$ cat src/rtl/core/mhio_pkg.sv
// ----------------------------------------------------------------------------
// mhio_pkg
// Shared widths, codes and types of the hard-iron offset learner.
// ----------------------------------------------------------------------------
`default_nettype none

package mhio_pkg;

   localparam int SampleW  = 13;          // input sample, signed counts
   localparam int OffW     = 21;          // offset and sample, signed Q.8
   localparam int RingW    = 24;          // one ring axis, signed Q.8
   localparam int VecW     = 28;          // working vectors and lengths
   localparam int SqW      = 2 * VecW;    // sum of squares
   localparam int NumW     = 48;          // dividend of the divider
   localparam int CfgW     = 16;          // widest register
   localparam int CsrAddrW = 2;

   typedef enum logic [CsrAddrW-1:0] {
      CSR_LEARN_GAIN   = 2'd0,
      CSR_MIN_CHANGE   = 2'd1,
      CSR_MAX_STEP     = 2'd2,
      CSR_OFFSET_LIMIT = 2'd3
   } csr_index_type;

   typedef enum logic [3:0] {
      S_IDLE, S_FILL, S_READ, S_B1, S_SQ, S_SQRT, S_GMUL, S_GDIV0, S_GDIV,
      S_CORR, S_SMUL, S_SDIV0, S_SDIV, S_APPLY, S_DONE
   } state_type;

   // which vector the length unit is working on
   typedef enum logic [1:0] {
      LEN_DIFF, LEN_B1, LEN_SMP, LEN_CORR
   } len_sel_type;

   typedef struct packed {
      logic busy;
      logic done;
   } unit_stat_type;

   function automatic logic [VecW-1:0] mag(input logic signed [VecW-1:0] v);
      return v[VecW-1] ? VecW'(-v) : VecW'(v);
   endfunction

endpackage

`default_nettype wire

$ cat src/rtl/core/mhio_sqrt.sv
// ----------------------------------------------------------------------------
// mhio_sqrt
// Floor square root, two radicand bits per cycle.
// ----------------------------------------------------------------------------
`default_nettype none

module mhio_sqrt (
   input  wire logic                        clock,
   input  wire logic                        reset,
   input  wire logic                        start,
   input  wire logic [mhio_pkg::SqW-1:0]    radicand,
   output mhio_pkg::unit_stat_type          stat,
   output logic [mhio_pkg::VecW-1:0]        root
);

   localparam int Steps = mhio_pkg::VecW;
   localparam int CntW  = $clog2(Steps);
   localparam int RemW  = mhio_pkg::VecW + 2;

   logic                        busy_ff;
   logic                        done_ff;
   logic [CntW-1:0]             cnt_ff;
   logic [mhio_pkg::SqW-1:0]    rad_ff;
   logic [RemW-1:0]             rem_ff;
   logic [mhio_pkg::VecW-1:0]   root_ff;
   logic [RemW+1:0]             rem_sh;
   logic [RemW+1:0]             trial;
   logic                        take;

   assign rem_sh = {rem_ff, rad_ff[mhio_pkg::SqW-1 -: 2]};
   assign trial  = (RemW+2)'({root_ff, 2'b01});
   assign take   = rem_sh >= trial;

   always_ff @(posedge clock) begin
      if (reset) begin
         busy_ff <= 1'b0;
         done_ff <= 1'b0;
         cnt_ff  <= '0;
      end else begin
         done_ff <= 1'b0;
         if (start) begin
            busy_ff <= 1'b1;
            cnt_ff  <= '0;
         end else if (busy_ff) begin
            cnt_ff <= cnt_ff + 1'b1;
            if (cnt_ff == CntW'(Steps - 1)) begin
               busy_ff <= 1'b0;
               done_ff <= 1'b1;
            end
         end
      end
   end

   always_ff @(posedge clock) begin
      if (start) begin
         rad_ff  <= radicand;
         rem_ff  <= '0;
         root_ff <= '0;
      end else if (busy_ff) begin
         rad_ff  <= {rad_ff[mhio_pkg::SqW-3:0], 2'b00};
         rem_ff  <= take ? RemW'(rem_sh - trial) : RemW'(rem_sh);
         root_ff <= {root_ff[mhio_pkg::VecW-2:0], take};
      end
   end

   assign stat.busy = busy_ff;
   assign stat.done = done_ff;
   assign root      = root_ff;

endmodule

`default_nettype wire

$ cat config.mk
export PLATFORM = sky130hd
export DESIGN_NAME = mhio_sqrt
export DESIGN_NICKNAME = d
export VERILOG_FILES = /design/src/rtl/core/mhio_pkg.sv /design/src/rtl/core/mhio_sqrt.sv
export SDC_FILE = /design/constraint.sdc
export NUM_CORES = 1
export LEC_CHECK = 0
export BUFFER_PORTS_ARGS = -buffer_cell sky130_fd_sc_hd__buf_4
export CORE_UTILIZATION = 43
export CTS_CLUSTER_DIAMETER = 100
export DETAILED_ROUTE_END_ITERATION = 8
export PLACE_DENSITY = 0.63
export REMOVE_ABC_BUFFERS = 1
export SETUP_SLACK_MARGIN = 0.05
export SKIP_CTS_REPAIR_TIMING = 1
export SLEW_MARGIN = 5
export SYNTH_ARGS = -nofsm -noshare
export SYNTH_HDL_FRONTEND = slang
export SYNTH_SLANG_ARGS = --single-unit
$ cat constraint.sdc
create_clock -name clock -period 7.8 [get_ports clock]
set_input_delay 0.39 -clock clock [delete_from_list [all_inputs] [get_ports clock]]
set_output_delay 0.39 -clock clock [all_outputs]
set_load 0.02 [all_outputs]
==> results.toml <==
[status]
status = "finished, final reports clean"

[floorplan]
die_h_um = 125
ios = 89
chipWidth_um = 125
core_mm2 = 0.0147
start_util = 0.446
num_rows = 44
die_area_mm2 = 0.0157

[setup_path]
cpPeakStageDelay_ns = 0.81
startpoint_type = "flop"
rrSetupSlack_ns = 4.43
critPathTopFamily = "compound AO/OA/AOI/OAI gates"
path_class = "flop to flop"
slowest_stage = "nor2_2"
path_cells = "inv_1, ha_1, and2b_1, o311ai_1, a21o_1, a311o_1, a2111oi_4, nor2_2, nand2_1, a311oi_1"
cp.arrival_ns = 3.69
crit_required_ns = 8.12
cp_max_fo = 21
crit_path_end_kind = "flop"
crit_buf_inv = 1

[drt]
route.met3.wl_mm = 1.09
drtIter0Drc = 217
wirelength_mm = 14.4
vias_per_cell = 5.40
wl_per_cell_um = 15.7
drc_errors = 0
met1_length_mm = 6.56
routed.top_layer = "met4"
vias = 4956
wl_met2_mm = 6.55
postRouteAntennaNets = 0
dr.pass1.iters = 8

[timing]
hold_viol = 0
rsz0062_at_grt = "no"
clock.fmax_mhz = 297
maxSlewViolCount = 0
layout_min_cycle_time_ns = 3.37
max-slew-margin-rel = 0.225
skew_ns = 0.00790
tns_ns = 0
setup_viol = 0
post-route-period-util = 0.432
tightest_slew_ns = 1.16

[finish]
antenna_cells = 0
drive_gt1_frac = 0.251
nNetsFinal = 811
syn_to_final_growth_pct = 20.6

[clock_network]
cts_buffers = 17
clk_pin_slew_ns = 0.06
numClockSinks = 121
h-tree-depth = 4
cts-root-buf = "clkbuf_16"
cts_tree = "done"
insertion_delay_ns = 0.42
clock_path_buffers = 2

[grt]
grt_max_degree = 72
grt_pass1_wl_mm = 23.5
grt_usage = 0.189
antenna_found_initial = 0
overflow = 0
grt_pass1_vias = 4842

[logic_synthesis]
seq_area_frac_synth = 0.455
synth_top_cell_area_share = 0.257
ys_ff_latch = 121
avgSynthCellArea_um2 = 10.2
synth_cells = 643
synth_most_common_cell = "nor2_1"
yosysUniqueCellTypes = 57
ys_top_cells_by_area = "edfxtp_1 (26%), dfxtp_1 (20%), mux2_2 (9.5%)"
synth_area_mm2 = 0.00655
async_flop_share = 0
synth-edff-count = 56
synth_flop_cell = "dfxtp_1"
yosysWarningCount = 0
synth_top_cell_by_area = "edfxtp_1"
ys_top_cells_by_count = "nor2_1 (73), dfxtp_1 (65), edfxtp_1 (56)"

[placement]
place_congestion = 0.899
port_buffers = 88
dp_hpwl_mm = 9.82

[run]
cap_violations = 0

[min_path]
hold_class = "input pin to flop"

[pwr]
p_total_mw = 2.52
leakage_nw = 3.21
irDropWorstVdd_uv = 204
power.density_mw_per_mm2 = 319
metal layers:
| metal | track usage | vias up |
|---|---|---|
| met5 | 0 | - |
| met2 | 0.295 | 153 |
| met3 | 0.0745 | 19 |
| met4 | 0.0732 | 0 |
| li1 | - | 2491 |
| met1 | 0.234 | 2293 |
through the flow:
step	area [µm²]	utilization	hold WS (ns)	instances	worst slack [ns]
floorplan	6420	-	0.443	612	3.57
global placement	7330	0.498	0.459	886	4.60
detailed placement	7330	0.498	0.467	886	4.51
CTS	7900	0.538	0.101	918	4.46
global route	7900	0.538	0.0949	918	4.21
finish	7900	0.538	0.117	918	4.43
logic make-up after synthesis:
logic type / count (synthesis) / share of synthesized area
AO/OA/AOI/OAI: 136 / 0.142
adder cells (fa/ha/maj): 31 / 0.0592
multiplexers: 93 / 0.153
buffers and inverters: 69 / 0.0426
flip-flops: 121 / 0.455
AND/OR/NAND/NOR: 165 / 0.111
XOR/XNOR: 28 / 0.0374
flip-flops by register name, summed over array words and instances (netlist names):
register,cells
rad_ff,56
rem_ff,30
root,28
cnt_ff,5
busy_ff,1
done_ff,1
power breakdown:
part	total (mW)	internal [mW]	leakage (nW)	switching, mW
clock	0.774	0.471	0.275	0.302
sequential	0.789	0.742	1.09	0.0472
combinational	0.958	0.413	1.84	0.545
total	2.52	1.63	3.21	0.894
worst paths after layout:
kind | start | endpoint | cells past startpoint
hold reg to reg | rem_ff[13] | rem_ff[13] | 2
setup reg to reg | root[0] | rem_ff[14] | 10
hold / removal | reset | busy_ff | 2
setup / recovery | root[0] | rem_ff[14] | 10
layout by cell type, fill, tap and decap left out, drive strengths merged, types with 12 or more instances in the layout:
cell / instances
inv: 41
a211oi: 13
o21ai: 18
clkbuf: 18
mux2i: 38
xor2: 13
xnor2: 15
dfxtp: 65
buf: 90
a21oi: 40
mux2: 55
nand2: 44
edfxtp: 56
a21o: 12
ha: 31
nor2: 74
cell type report:
| class | instances | area (µm²) |
|---|---|---|
| clock buffer | 18 | 429 |
| sequential | 121 | 2990 |
| multi-input combinational | 453 | 3290 |
| tap | 184 | 230 |
| fill | 1303 | 6800 |
| clock inverter | 14 | 149 |
| timing repair buffer | 90 | 676 |
| inverter | 38 | 143 |
Note: power is estimated with default switching activity, not from simulation.
