<file path="config.mk">
export PLATFORM = sky130hd
export DESIGN_NAME = mhio_div
export DESIGN_NICKNAME = d
export VERILOG_FILES = /design/src/rtl/core/mhio_pkg.sv /design/src/rtl/core/mhio_div.sv
export SDC_FILE = /design/constraint.sdc
export NUM_CORES = 1
export LEC_CHECK = 0
export ABC_AREA = 1
export CAP_MARGIN = 20
export CORE_MARGIN = 5
export CORE_UTILIZATION = 30
export CTS_CLUSTER_SIZE = 14
export DETAILED_ROUTE_END_ITERATION = 10
export DONT_BUFFER_PORTS = 1
export PLACE_DENSITY = 0.54
export SKIP_CTS_REPAIR_TIMING = 1
export SYNTH_ARGS = -nofsm -noshare
export SYNTH_HDL_FRONTEND = slang
export SYNTH_SLANG_ARGS = --single-unit
export TNS_END_PERCENT = 5
</file>
<file path="constraint.sdc">
create_clock -name clock -period 5.3 [get_ports clock]
set_input_delay 0.265 -clock clock [delete_from_list [all_inputs] [get_ports clock]]
set_output_delay 0.265 -clock clock [all_outputs]
set_load 0.01 [all_outputs]
</file>
<file path="src/rtl/core/mhio_pkg.sv">
// ----------------------------------------------------------------------------
// mhio_pkg
// Shared widths, codes and types of the hard-iron offset learner.
// ----------------------------------------------------------------------------
`default_nettype none

package mhio_pkg;

   localparam int SampleW  = 13;          // input sample, signed counts
   localparam int OffW     = 21;          // offset and sample, signed Q.8
   localparam int RingW    = 24;          // one ring axis, signed Q.8
   localparam int VecW     = 28;          // working vectors and lengths
   localparam int SqW      = 2 * VecW;    // sum of squares
   localparam int NumW     = 48;          // dividend of the divider
   localparam int CfgW     = 16;          // widest register
   localparam int CsrAddrW = 2;

   typedef enum logic [CsrAddrW-1:0] {
      CSR_LEARN_GAIN   = 2'd0,
      CSR_MIN_CHANGE   = 2'd1,
      CSR_MAX_STEP     = 2'd2,
      CSR_OFFSET_LIMIT = 2'd3
   } csr_index_type;

   typedef enum logic [3:0] {
      S_IDLE, S_FILL, S_READ, S_B1, S_SQ, S_SQRT, S_GMUL, S_GDIV0, S_GDIV,
      S_CORR, S_SMUL, S_SDIV0, S_SDIV, S_APPLY, S_DONE
   } state_type;

   // which vector the length unit is working on
   typedef enum logic [1:0] {
      LEN_DIFF, LEN_B1, LEN_SMP, LEN_CORR
   } len_sel_type;

   typedef struct packed {
      logic busy;
      logic done;
   } unit_stat_type;

   function automatic logic [VecW-1:0] mag(input logic signed [VecW-1:0] v);
      return v[VecW-1] ? VecW'(-v) : VecW'(v);
   endfunction

endpackage

`default_nettype wire

</file>
<file path="src/rtl/core/mhio_div.sv">
// ----------------------------------------------------------------------------
// mhio_div
// Unsigned restoring divider, one quotient bit per cycle.
// ----------------------------------------------------------------------------
`default_nettype none

module mhio_div (
   input  wire logic                        clock,
   input  wire logic                        reset,
   input  wire logic                        start,
   input  wire logic [mhio_pkg::NumW-1:0]   dividend,
   input  wire logic [mhio_pkg::VecW-1:0]   divisor,
   output mhio_pkg::unit_stat_type          stat,
   output logic [mhio_pkg::NumW-1:0]        quotient
);

   localparam int Steps = mhio_pkg::NumW;
   localparam int CntW  = $clog2(Steps);
   localparam int RemW  = mhio_pkg::VecW + 1;

   logic                        busy_ff;
   logic                        done_ff;
   logic [CntW-1:0]             cnt_ff;
   logic [mhio_pkg::NumW-1:0]   num_ff;
   logic [mhio_pkg::NumW-1:0]   quo_ff;
   logic [mhio_pkg::VecW-1:0]   den_ff;
   logic [mhio_pkg::VecW-1:0]   rem_ff;
   logic [RemW-1:0]             rem_sh;
   logic                        take;

   assign rem_sh = {rem_ff, num_ff[mhio_pkg::NumW-1]};
   assign take   = rem_sh >= {1'b0, den_ff};

   always_ff @(posedge clock) begin
      if (reset) begin
         busy_ff <= 1'b0;
         done_ff <= 1'b0;
         cnt_ff  <= '0;
      end else begin
         done_ff <= 1'b0;
         if (start) begin
            busy_ff <= 1'b1;
            cnt_ff  <= '0;
         end else if (busy_ff) begin
            cnt_ff <= cnt_ff + 1'b1;
            if (cnt_ff == CntW'(Steps - 1)) begin
               busy_ff <= 1'b0;
               done_ff <= 1'b1;
            end
         end
      end
   end

   always_ff @(posedge clock) begin
      if (start) begin
         num_ff <= dividend;
         den_ff <= divisor;
         rem_ff <= '0;
         quo_ff <= '0;
      end else if (busy_ff) begin
         num_ff <= {num_ff[mhio_pkg::NumW-2:0], 1'b0};
         rem_ff <= take ? mhio_pkg::VecW'(rem_sh - {1'b0, den_ff})
                        : mhio_pkg::VecW'(rem_sh);
         quo_ff <= {quo_ff[mhio_pkg::NumW-2:0], take};
      end
   end

   assign stat.busy = busy_ff;
   assign stat.done = done_ff;
   assign quotient  = quo_ff;

endmodule

`default_nettype wire
</file>
==> impl_metrics.json, run 1 <==
{
  "slew_violations": 0,
  "nets": 1146,
  "status": "finished clean",
  "hold_start": "dividend[0]",
  "finalSetupViolations": 0,
  "cts_buffers": 17,
  "grt_pass1_vias": 6180,
  "synthTopCellsByCount": "nand2_1 (353), inv_1 (148), dfxtp_1 (84), edfxtp_1 (76), nor2_1 (57)",
  "pwr_density_cell_mw_per_mm2": 315,
  "grt_util_all_layers": 0.130,
  "r2r-start": "den_ff[19]",
  "synth.distinct_cells": 40,
  "final_util": 0.354,
  "whs_path_depth": 2,
  "ant_nets": 0,
  "netlist_instances": 1013,
  "hp-class": "in2reg",
  "worstMarginPinSlew_ns": 0.592,
  "hold_end": "num_ff[0]",
  "synth-async-reset-ratio": 0,
  "cp_max_fo": 55,
  "die_w_um": 173,
  "critPathRequiredTime_ns": 5.62,
  "gp_congestion": 0.841,
  "netlist.area_leader.share": 0.287,
  "yosys_most_used_dff": "dfxtp_1",
  "slowest_delay_ns": 0.49,
  "synth_seq_cells": 160,
  "hold_viol_final": 0,
  "floorplan.rows": 59,
  "crit_path_frequent_cell": "nand2_1",
  "antenna_found_initial": 0,
  "yosysTopAreaCell": "edfxtp_1",
  "ir_worst_vdd_mv": 0.225,
  "synth_warnings": 0,
  "worst_skew_pair.late_latency_ns": 0.43,
  "finalCritPeriodShare": 0.504,
  "clockBufferDepth": 2,
  "drc": 0,
  "die_h_um": 173,
  "n_antenna_cell": 0,
  "cts_sinks": 160,
  "reg2reg_depth": 13,
  "dp_hpwl_mm": 13.9,
  "finalCriticalPeriod_ns": 2.67,
  "synthesis.area_sq_mm": 0.00796,
  "dieArea_sq_mm": 0.0299,
  "core_area_sq_mm": 0.0261,
  "critPathSlowestCell": "or2_2",
  "clkSlewWorstSetupHoldPaths_ns": 0.07,
  "grt-ovfl-total": 0,
  "yosysMostFrequentCell": "nand2_1",
  "htree_levels": 4,
  "grt_pass1_wl_mm": 32.1,
  "firstDrtPassIters": 5,
  "crit_arrival_ns": 2.99,
  "initial_core_util": 0.305,
  "fin_skew_ns": 0.00850,
  "syn_nets": 1122,
  "syn_area_per_cell_sq_um": 7.85,
  "synthTopCellsByArea": "edfxtp_1 (29%), dfxtp_1 (21%), nand2_1 (17%), inv_1 (7.0%), ha_1 (4.6%)",
  "drt_iter0_markers": 390,
  "num_vias": 6223,
  "regToRegEndpoint": "rem_ff[15]",
  "p_leak_nw": 4.09,
  "reg2reg_slack_ns": 2.63,
  "max_freq_mhz": 375,
  "finalPower_mw": 2.91,
  "cts_tree": "yes",
  "start_kind": "register",
  "wire_per_inst_um": 14.1,
  "grt_setup_unrepaired": "no",
  "via_per_inst": 4.49,
  "final.setup.tns_ns": 0,
  "synth_edf_count": 76,
  "portBuffers": 0,
  "relSlewSlack": 0.602,
  "ys_seq_area_frac": 0.498,
  "cap_violations": 0,
  "area_growth_pct": 16.1,
  "drive_gt1_frac": 0.0676,
  "grt_start_max_net_pins": 84,
  "routed_wl_mm": 19.6,
  "cp_cell_sequence": "inv_1 > ha_1 > nand2_1 > inv_2 > nand2_1 > nand2_1 > inv_1 > nand2_1 > a21oi_2 > nand3_4 > or2_2 > nand3_1 > nand2_1",
  "end_kind": "register",
  "worstSetupPathType": "reg2reg",
  "root_buffer": "clkbuf_16",
  "io_pins": 129
}
==> final cells by class <==
cell class                      count  area (sq um)
Tap cell                          335           419
Timing Repair Buffer               39           405
Fill cell                        2771         16800
Clock inverter                     15           190
Sequential cell                   160          3960
Inverter                          161           606
Clock buffer                       17           425
Multi-Input combinational cell    658          3230
==> critical path: cells and delay by family, from the launching register on <==
kind	cells	cell delay (ns)
simple gates	8	1.51
fa+ha+maj	1	0.34
compound gates	1	0.17
flops	1	0.32
buf+inv	3	0.18
==> flip-flops by register name, summed over array words and instances (netlist names) <==
| register | cells |
|---|---|
| busy_ff | 1 |
| rem_ff | 28 |
| done_ff | 1 |
| den_ff | 28 |
| quotient | 48 |
| cnt_ff | 6 |
| num_ff | 48 |
==> kinds of logic (layout without fill, tap and decap cells) <==
| group | count (synthesis) | in the layout | share of synthesized area |
|---|---|---|---|
| compound gates | 131 | 131 | 0.0934 |
| xor+xnor | 15 | 15 | 0.0165 |
| fa+ha+maj | 30 | 30 | 0.0481 |
| buf+inv | 195 | 232 | 0.0964 |
| flops | 160 | 160 | 0.498 |
| simple gates | 482 | 482 | 0.247 |
==> report_power, final <==
part	leakage [nW]	internal (mW)	switching (mW)
Sequential	1.44	1.36	0.0192
Combinational	2.34	0.0787	0.142
Clock	0.303	0.757	0.552
Total	4.09	2.20	0.713
==> worst max-delay path by stage <==
stage | end | startpoint | cells past startpoint | slack (ns)
after global routing | rem_ff[15] | den_ff[19] | 13 | 2.35
after detailed placement | rem_ff[18] | den_ff[19] | 13 | 2.67
after floorplan | num_ff[0] | start | 4 | 2.68
after CTS | rem_ff[15] | den_ff[19] | 13 | 2.61
after global placement | rem_ff[21] | den_ff[19] | 13 | 2.69
final | rem_ff[15] | den_ff[19] | 13 | 2.63
==> cells in the final DEF, fill, tap and decap left out, types with 17 or more instances in the layout <==
cell type / synthesis / final
o22ai_1: 45 / 45
edfxtp_1: 76 / 76
ha_1: 29 / 29
nand2_1: 353 / 353
clkbuf_16: 0 / 17
o21ai_0: 24 / 24
inv_1: 148 / 146
a21oi_1: 39 / 39
dfxtp_1: 84 / 84
nor2_1: 57 / 56
nand3_1: 34 / 34
dlygate4sd3_1: 0 / 32
==> stage by stage <==
| stage | setup slack, ns | instance area (sq um) | hold slack (ns) | instances |
|---|---|---|---|---|
| final | 2.63 | 9240 | 0.00496 | 1385 |
| after CTS | 2.61 | 8870 | -0.0899 | 1351 |
| after global routing | 2.35 | 9240 | 0.00675 | 1385 |
| after floorplan | 2.68 | 7960 | 0.364 | 1013 |
| after global placement | 2.69 | 8250 | 0.364 | 1319 |
| after detailed placement | 2.67 | 8250 | 0.364 | 1319 |
==> per-layer routing <==
layer  vias up  wire [um]  global-route usage
li1       3286          -                   -
met1      2796       9100               0.164
met2       124       8870               0.208
met3        17       1350              0.0502
met4         0        233              0.0344
met5         -          0                   0
Note: power is estimated with default switching activity, not from simulation.
==> run 2: changes to the inputs <==
--- a/config.mk
+++ b/config.mk
@@ -5,7 +5,7 @@
 export SDC_FILE = /design/constraint.sdc
 export NUM_CORES = 1
 export LEC_CHECK = 0
-export ABC_AREA = 1
+export ABC_AREA = 0
 export CAP_MARGIN = 20
 export CORE_MARGIN = 5
 export CORE_UTILIZATION = 30
==> constraint.sdc (replaced) <==
create_clock -name clock -period 2.7 [get_ports clock]
set_input_delay 0.135 -clock clock [delete_from_list [all_inputs] [get_ports clock]]
set_output_delay 0.135 -clock clock [all_outputs]
set_load 0.01 [all_outputs]
==> run 2 against run 1 <==
Against the previous run:
- the run now ends with negative hold slack, negative setup slack left
- synthesized cell count is 29% lower
- sequential power up 100%
- largest cell class unchanged
- power increased by 130%
- setup slack got worse by 2.6 ns
- first-iteration DRC count decreased by 25%
- global-route usage fell by 0.93 points
- area after synthesis fell by 1.7%
- flip-flop and latch count unchanged
- clock power up 97%
- register-to-register slack got worse by 2.6 ns
- wire length shrank 2.3%
==> impl_metrics.json, run 2 <==
{
  "status": "complete, but fails checks",
  "violations": "negative hold slack, negative setup slack",
  "finalCritPeriodShare": 1.01,
  "nets": 999,
  "yosys_most_used_dff": "dfxtp_1",
  "clkSlewWorstSetupHoldPaths_ns": 0.07,
  "dp_hpwl_mm": 12.1,
  "cp_max_fo": 2,
  "grt_pass1_vias": 5299,
  "drt_iter0_markers": 291,
  "netlist_instances": 721,
  "gp_congestion": 0.777,
  "end_kind": "register",
  "grt_start_max_net_pins": 156,
  "synth_seq_cells": 160,
  "netlist.area_leader.share": 0.292,
  "finalPower_mw": 6.63,
  "wire_per_inst_um": 15.4,
  "cts_tree": "yes",
  "synthTopCellsByArea": "edfxtp_1 (29%), dfxtp_1 (22%), mux2_2 (6.9%), mux2i_1 (6.4%), ha_1 (4.6%)",
  "start_kind": "register",
  "grt_util_all_layers": 0.120,
  "yosysTopAreaCell": "edfxtp_1",
  "p_leak_nw": 4.33,
  "ir_worst_vdd_mv": 0.419,
  "ys_seq_area_frac": 0.507,
  "reg2reg_depth": 11,
  "hold_start": "start",
  "antenna_found_initial": 2,
  "pwr_density_cell_mw_per_mm2": 623,
  "worstMarginPinSlew_ns": 0.829,
  "synth_warnings": 0,
  "critPathSlowestCell": "fa_2",
  "ant_nets": 0,
  "syn_area_per_cell_sq_um": 10.8,
  "drc": 0,
  "regToRegEndpoint": "rem_ff[26]",
  "portBuffers": 0,
  "synth-async-reset-ratio": 0,
  "yosysMostFrequentCell": "nor2_1",
  "crit_start": "num_ff[47]",
  "drive_gt1_frac": 0.195,
  "critPathRequiredTime_ns": 3.03,
  "slowest_delay_ns": 0.39,
  "worst_hold_slack_ns": -0.215,
  "placed_cell_area_sq_mm": 0.00848,
  "max_freq_mhz": 368,
  "finalCriticalPeriod_ns": 2.72,
  "fillers": 2530,
  "crit_path_end": "rem_ff[26]",
  "fin_skew_ns": 0.0104,
  "worstSetupPathType": "reg2reg",
  "num_vias": 5887,
  "synthTopCellsByCount": "nor2_1 (94), dfxtp_1 (84), edfxtp_1 (76), nand2_1 (61), mux2i_1 (50)",
  "grt-ovfl-total": 0,
  "worst_skew_pair.late_latency_ns": 0.42,
  "final_util": 0.412,
  "stdcell_area_sq_mm": 0.0106,
  "cap_violations": 0,
  "via_per_inst": 4.75,
  "initial_core_util": 0.303,
  "floorplan.rows": 59,
  "root_buffer": "clkbuf_16",
  "synth_edf_count": 76,
  "die_h_um": 171,
  "firstDrtPassIters": 5,
  "synth.distinct_cells": 66,
  "cp_cell_sequence": "inv_1 > ha_2 > fa_2 > nor2b_4 > o2111ai_2 > a31oi_2 > a211o_1 > a21oi_2 > a311oi_2 > mux2_4 > a311oi_1",
  "finalSetupViolations": 1,
  "hold_viol_final": 60,
  "core_area_sq_mm": 0.0258,
  "reg2reg_slack_ns": -0.02,
  "grt_setup_unrepaired": "yes",
  "io_pins": 129,
  "slew_violations": 0,
  "r2r-start": "num_ff[47]",
  "cts_buffers": 17,
  "synthesis.area_sq_mm": 0.00782,
  "grt_pass1_wl_mm": 28.0,
  "clockBufferDepth": 2,
  "final_common_cell": "dlygate4sd3_1",
  "htree_levels": 4,
  "routed_wl_mm": 19.1,
  "cts_sinks": 160,
  "relSlewSlack": 0.447,
  "die_w_um": 171,
  "syn_nets": 830,
  "area_growth_pct": 36.2,
  "hp-class": "in2reg",
  "dieArea_sq_mm": 0.0294,
  "final_cell_mix": "dlygate4sd3_1 (136), nor2_1 (92), dfxtp_1 (83)",
  "crit_arrival_ns": 3.05,
  "post-route-worst-setup-slack_ns": -0.0168
}
==> run 2: worst max-delay path, delay by kind of cell, from the launching register on <==
family	cells	cell delay, ns
AO/OA/AOI/OAI	6	1.18
adder cells (fa/ha/maj)	2	0.59
flip-flops	1	0.35
multiplexers	1	0.32
AND/OR/NAND/NOR	1	0.14
buffers and inverters	1	0.06
==> run 2: area by class of cell <==
| type | instances | area [sq um] | area share |
|---|---|---|---|
| Sequential cell | 160 | 3970 | 0.373 |
| Multi-Input combinational cell | 483 | 3680 | 0.346 |
| Timing Repair Buffer | 188 | 1800 | 0.169 |
| Clock buffer | 17 | 425 | 0.0400 |
| Tap cell | 335 | 419 | 0.0394 |
| Clock inverter | 15 | 199 | 0.0187 |
| Inverter | 40 | 150 | 0.0141 |
| Antenna cell | 2 | 5.00 | 0.000470 |
==> run 2: kinds of logic (layout without fill, tap and decap cells) <==
group,after synthesis,after routing,share of synthesized area
simple gates,209,209,0.118
flops,160,160,0.507
compound gates,128,128,0.128
mux,98,98,0.133
buf+inv,78,260,0.0440
fa+ha+maj,30,30,0.0490
xor+xnor,18,18,0.0202
other cells,0,2,0
==> run 2: through the flow <==
stage / std cells / worst slack [ns] / setup TNS, ns
after floorplan: 721 / 0.0422 / 0
after global placement: 1070 / -0.0993 / -0.766
after detailed placement: 1070 / -0.211 / -1.80
after CTS: 1102 / -0.241 / -2.80
after global routing: 1240 / -0.168 / -0.914
final: 1240 / -0.0168 / -0.0168
==> run 2: worst min path at each step <==
stage	to	slack, ns	cells past startpoint
final	rem_ff[10]	-0.22	1
after global routing	rem_ff[10]	-0.24	1
after CTS	busy_ff	-0.26	1
after detailed placement	busy_ff	0.20	1
after global placement	busy_ff	0.20	1
after floorplan	busy_ff	0.21	1
==> run 2: layer usage <==
layer,vias to the layer above,track usage,share of wire
met4,0,0.0327,0.010
met3,15,0.0719,0.065
li1,2956,-,-
met2,120,0.174,0.47
met1,2796,0.152,0.46
met5,-,0,0
==> run 2: report_power, final <==
part	switching, mW	total, mW	internal (mW)
logic	0.607	1.26	0.651
clock network	1.09	2.58	1.49
registers	0.0741	2.79	2.72
==> run 3: changes to the inputs <==
--- a/config.mk
+++ b/config.mk
@@ -12,7 +12,7 @@
 export CTS_CLUSTER_SIZE = 14
 export DETAILED_ROUTE_END_ITERATION = 10
 export DONT_BUFFER_PORTS = 1
-export PLACE_DENSITY = 0.54
+export PLACE_DENSITY = 0.51
 export SKIP_CTS_REPAIR_TIMING = 1
 export SYNTH_ARGS = -nofsm -noshare
 export SYNTH_HDL_FRONTEND = slang
==> run 3 against run 2 <==
Against the previous run:
- the flow finishes with violations (negative setup slack)
- critical path depth unchanged
- maximum frequency down 1.5%
- setup slack worse by 0.042 ns
- sequential share of layout area up 0.10 points
- cell count up 0.56%
- first-iteration DRC count down 12%
- critical endpoint unchanged
- highest routed layer unchanged
==> impl_metrics.json, run 3 (synthesis gave the netlist of run 2 again) <==
{
  "status": "complete, but fails checks",
  "violations": "negative setup slack",
  "nets": 1006,
  "finalPower_mw": 6.41,
  "cap_violations": 0,
  "grt-ovfl-total": 0,
  "grt_use_met2": 0.183,
  "cp_top_family": "compound AO/OA/AOI/OAI gates",
  "grt.met1_usage": 0.152,
  "root_buffer": "clkbuf_16",
  "critPathRequiredTime_ns": 3.03,
  "ant_nets": 0,
  "use_met3": 0.0701,
  "slowest_delay_ns": 0.42,
  "slew_violations": 0,
  "crit_start": "num_ff[47]",
  "final_common_cell": "dlygate4sd3_1",
  "grt_setup_unrepaired": "yes",
  "grt_pass1_wl_mm": 28.5,
  "gp_congestion": 0.756,
  "floorplan.rows": 59,
  "r2r-start": "num_ff[47]",
  "worstSetupPathType": "reg2reg",
  "crit_buf_inv": 1,
  "num_vias": 5949,
  "cp.depth": 11,
  "stdcell_area_sq_mm": 0.0106,
  "grt_util_all_layers": 0.122,
  "worst_skew_pair.late_latency_ns": 0.43,
  "reg2reg_depth": 11,
  "placed_cell_area_sq_mm": 0.00847,
  "ir_worst_vdd_mv": 0.322,
  "end_kind": "register",
  "crit_path_frequent_cell": "a311oi_2",
  "cp_cell_sequence": "inv_1 > ha_2 > fa_2 > nor2b_4 > o2111ai_2 > a31oi_2 > a211o_1 > a21oi_2 > a311oi_2 > mux2_4 > a311oi_2",
  "crit_arrival_ns": 3.09,
  "fin_skew_ns": 0.0155,
  "reg2reg_slack_ns": -0.06,
  "die_w_um": 171,
  "regToRegEndpoint": "rem_ff[26]",
  "drt_iter0_markers": 255,
  "pwr_density_cell_mw_per_mm2": 603,
  "clkSlewWorstSetupHoldPaths_ns": 0.08,
  "firstDrtPassIters": 6,
  "dieArea_sq_mm": 0.0294,
  "portBuffers": 0,
  "grt_pass1_vias": 5427,
  "finalSetupViolations": 6,
  "core_area_sq_mm": 0.0258,
  "cts_tree": "yes",
  "htree_levels": 4,
  "drc": 0,
  "critPathSlowestCell": "fa_2",
  "cp_max_fo": 2,
  "start_kind": "register",
  "worstMarginPinSlew_ns": 0.747,
  "via_per_inst": 4.77,
  "wire_per_inst_um": 15.6,
  "clockBufferDepth": 2,
  "finalCriticalPeriod_ns": 2.76,
  "cts_sinks": 160,
  "initial_core_util": 0.303,
  "hold_viol_final": 0,
  "hp-class": "in2reg",
  "die_h_um": 171,
  "p_leak_nw": 4.31,
  "max_freq_mhz": 362,
  "routed_wl_mm": 19.4,
  "crit_path_end": "rem_ff[26]",
  "post-route-worst-setup-slack_ns": -0.0587,
  "drive_gt1_frac": 0.200,
  "antenna_found_initial": 2,
  "io_pins": 129,
  "area_growth_pct": 35.8,
  "relSlewSlack": 0.502,
  "dp_hpwl_mm": 12.1,
  "final_cell_mix": "dlygate4sd3_1 (137), nor2_1 (92), dfxtp_1 (83)",
  "final_util": 0.411,
  "grt_start_max_net_pins": 156,
  "cts_buffers": 17,
  "finalCritPeriodShare": 1.02,
  "top_usage_layer": "met2"
}
## run 3: changes by cell type in the layout (fill, tap and decap cells not counted), sizes merged
cell         delta
bufinv          -3
buf             +6
clkbuf          +1
dlygate4sd3     +1
inv             +1
clkinv          -1
clkinvlp        +2
## run 3: power by group
part | switching, mW | leakage [nW] | internal (mW) | total, mW
clock | 1.12 | 0.277 | 1.23 | 2.36
sequential | 0.0767 | 1.44 | 2.72 | 2.79
combinational | 0.613 | 2.60 | 0.644 | 1.26
## run 3: final cells by class
| class | instances | area, sq um |
|---|---|---|
| Clock buffer | 18 | 429 |
| Fill cell | 2532 | 15200 |
| Multi-Input combinational cell | 483 | 3650 |
| Tap cell | 335 | 419 |
| Timing Repair Buffer | 195 | 1850 |
| Antenna cell | 2 | 5.00 |
| Inverter | 40 | 150 |
| Sequential cell | 160 | 3970 |
| Clock inverter | 14 | 144 |
## run 3: how the worst min path moves through the flow
stage	depth (start not counted)	slack (ns)	endpoint	startpoint
floorplan	1	0.21	busy_ff	reset
global placement	1	0.20	busy_ff	reset
detailed placement	1	0.20	busy_ff	reset
CTS	1	-0.25	busy_ff	reset
global route	1	-0.04	num_ff[21]	start
finish	1	0.02	num_ff[21]	start
## run 3: metrics by stage
stage	worst slack [ns]	cells	hold slack, ns	TNS [ns]
final	-0.0587	1247	0.0182	-0.139
after global routing	-0.237	1247	-0.0393	-2.84
after CTS	-0.273	1102	-0.247	-1.97
after detailed placement	-0.229	1070	0.201	-1.39
after global placement	-0.118	1070	0.200	-0.845
after floorplan	0.0422	721	0.207	0
## run 3: per-layer routing
metal,vias up,wire length [um],share of wire
met1,2865,9040,0.47
met2,104,8990,0.46
li1,2969,-,-
met5,-,0,0
met4,0,176,0.0091
met3,11,1200,0.062
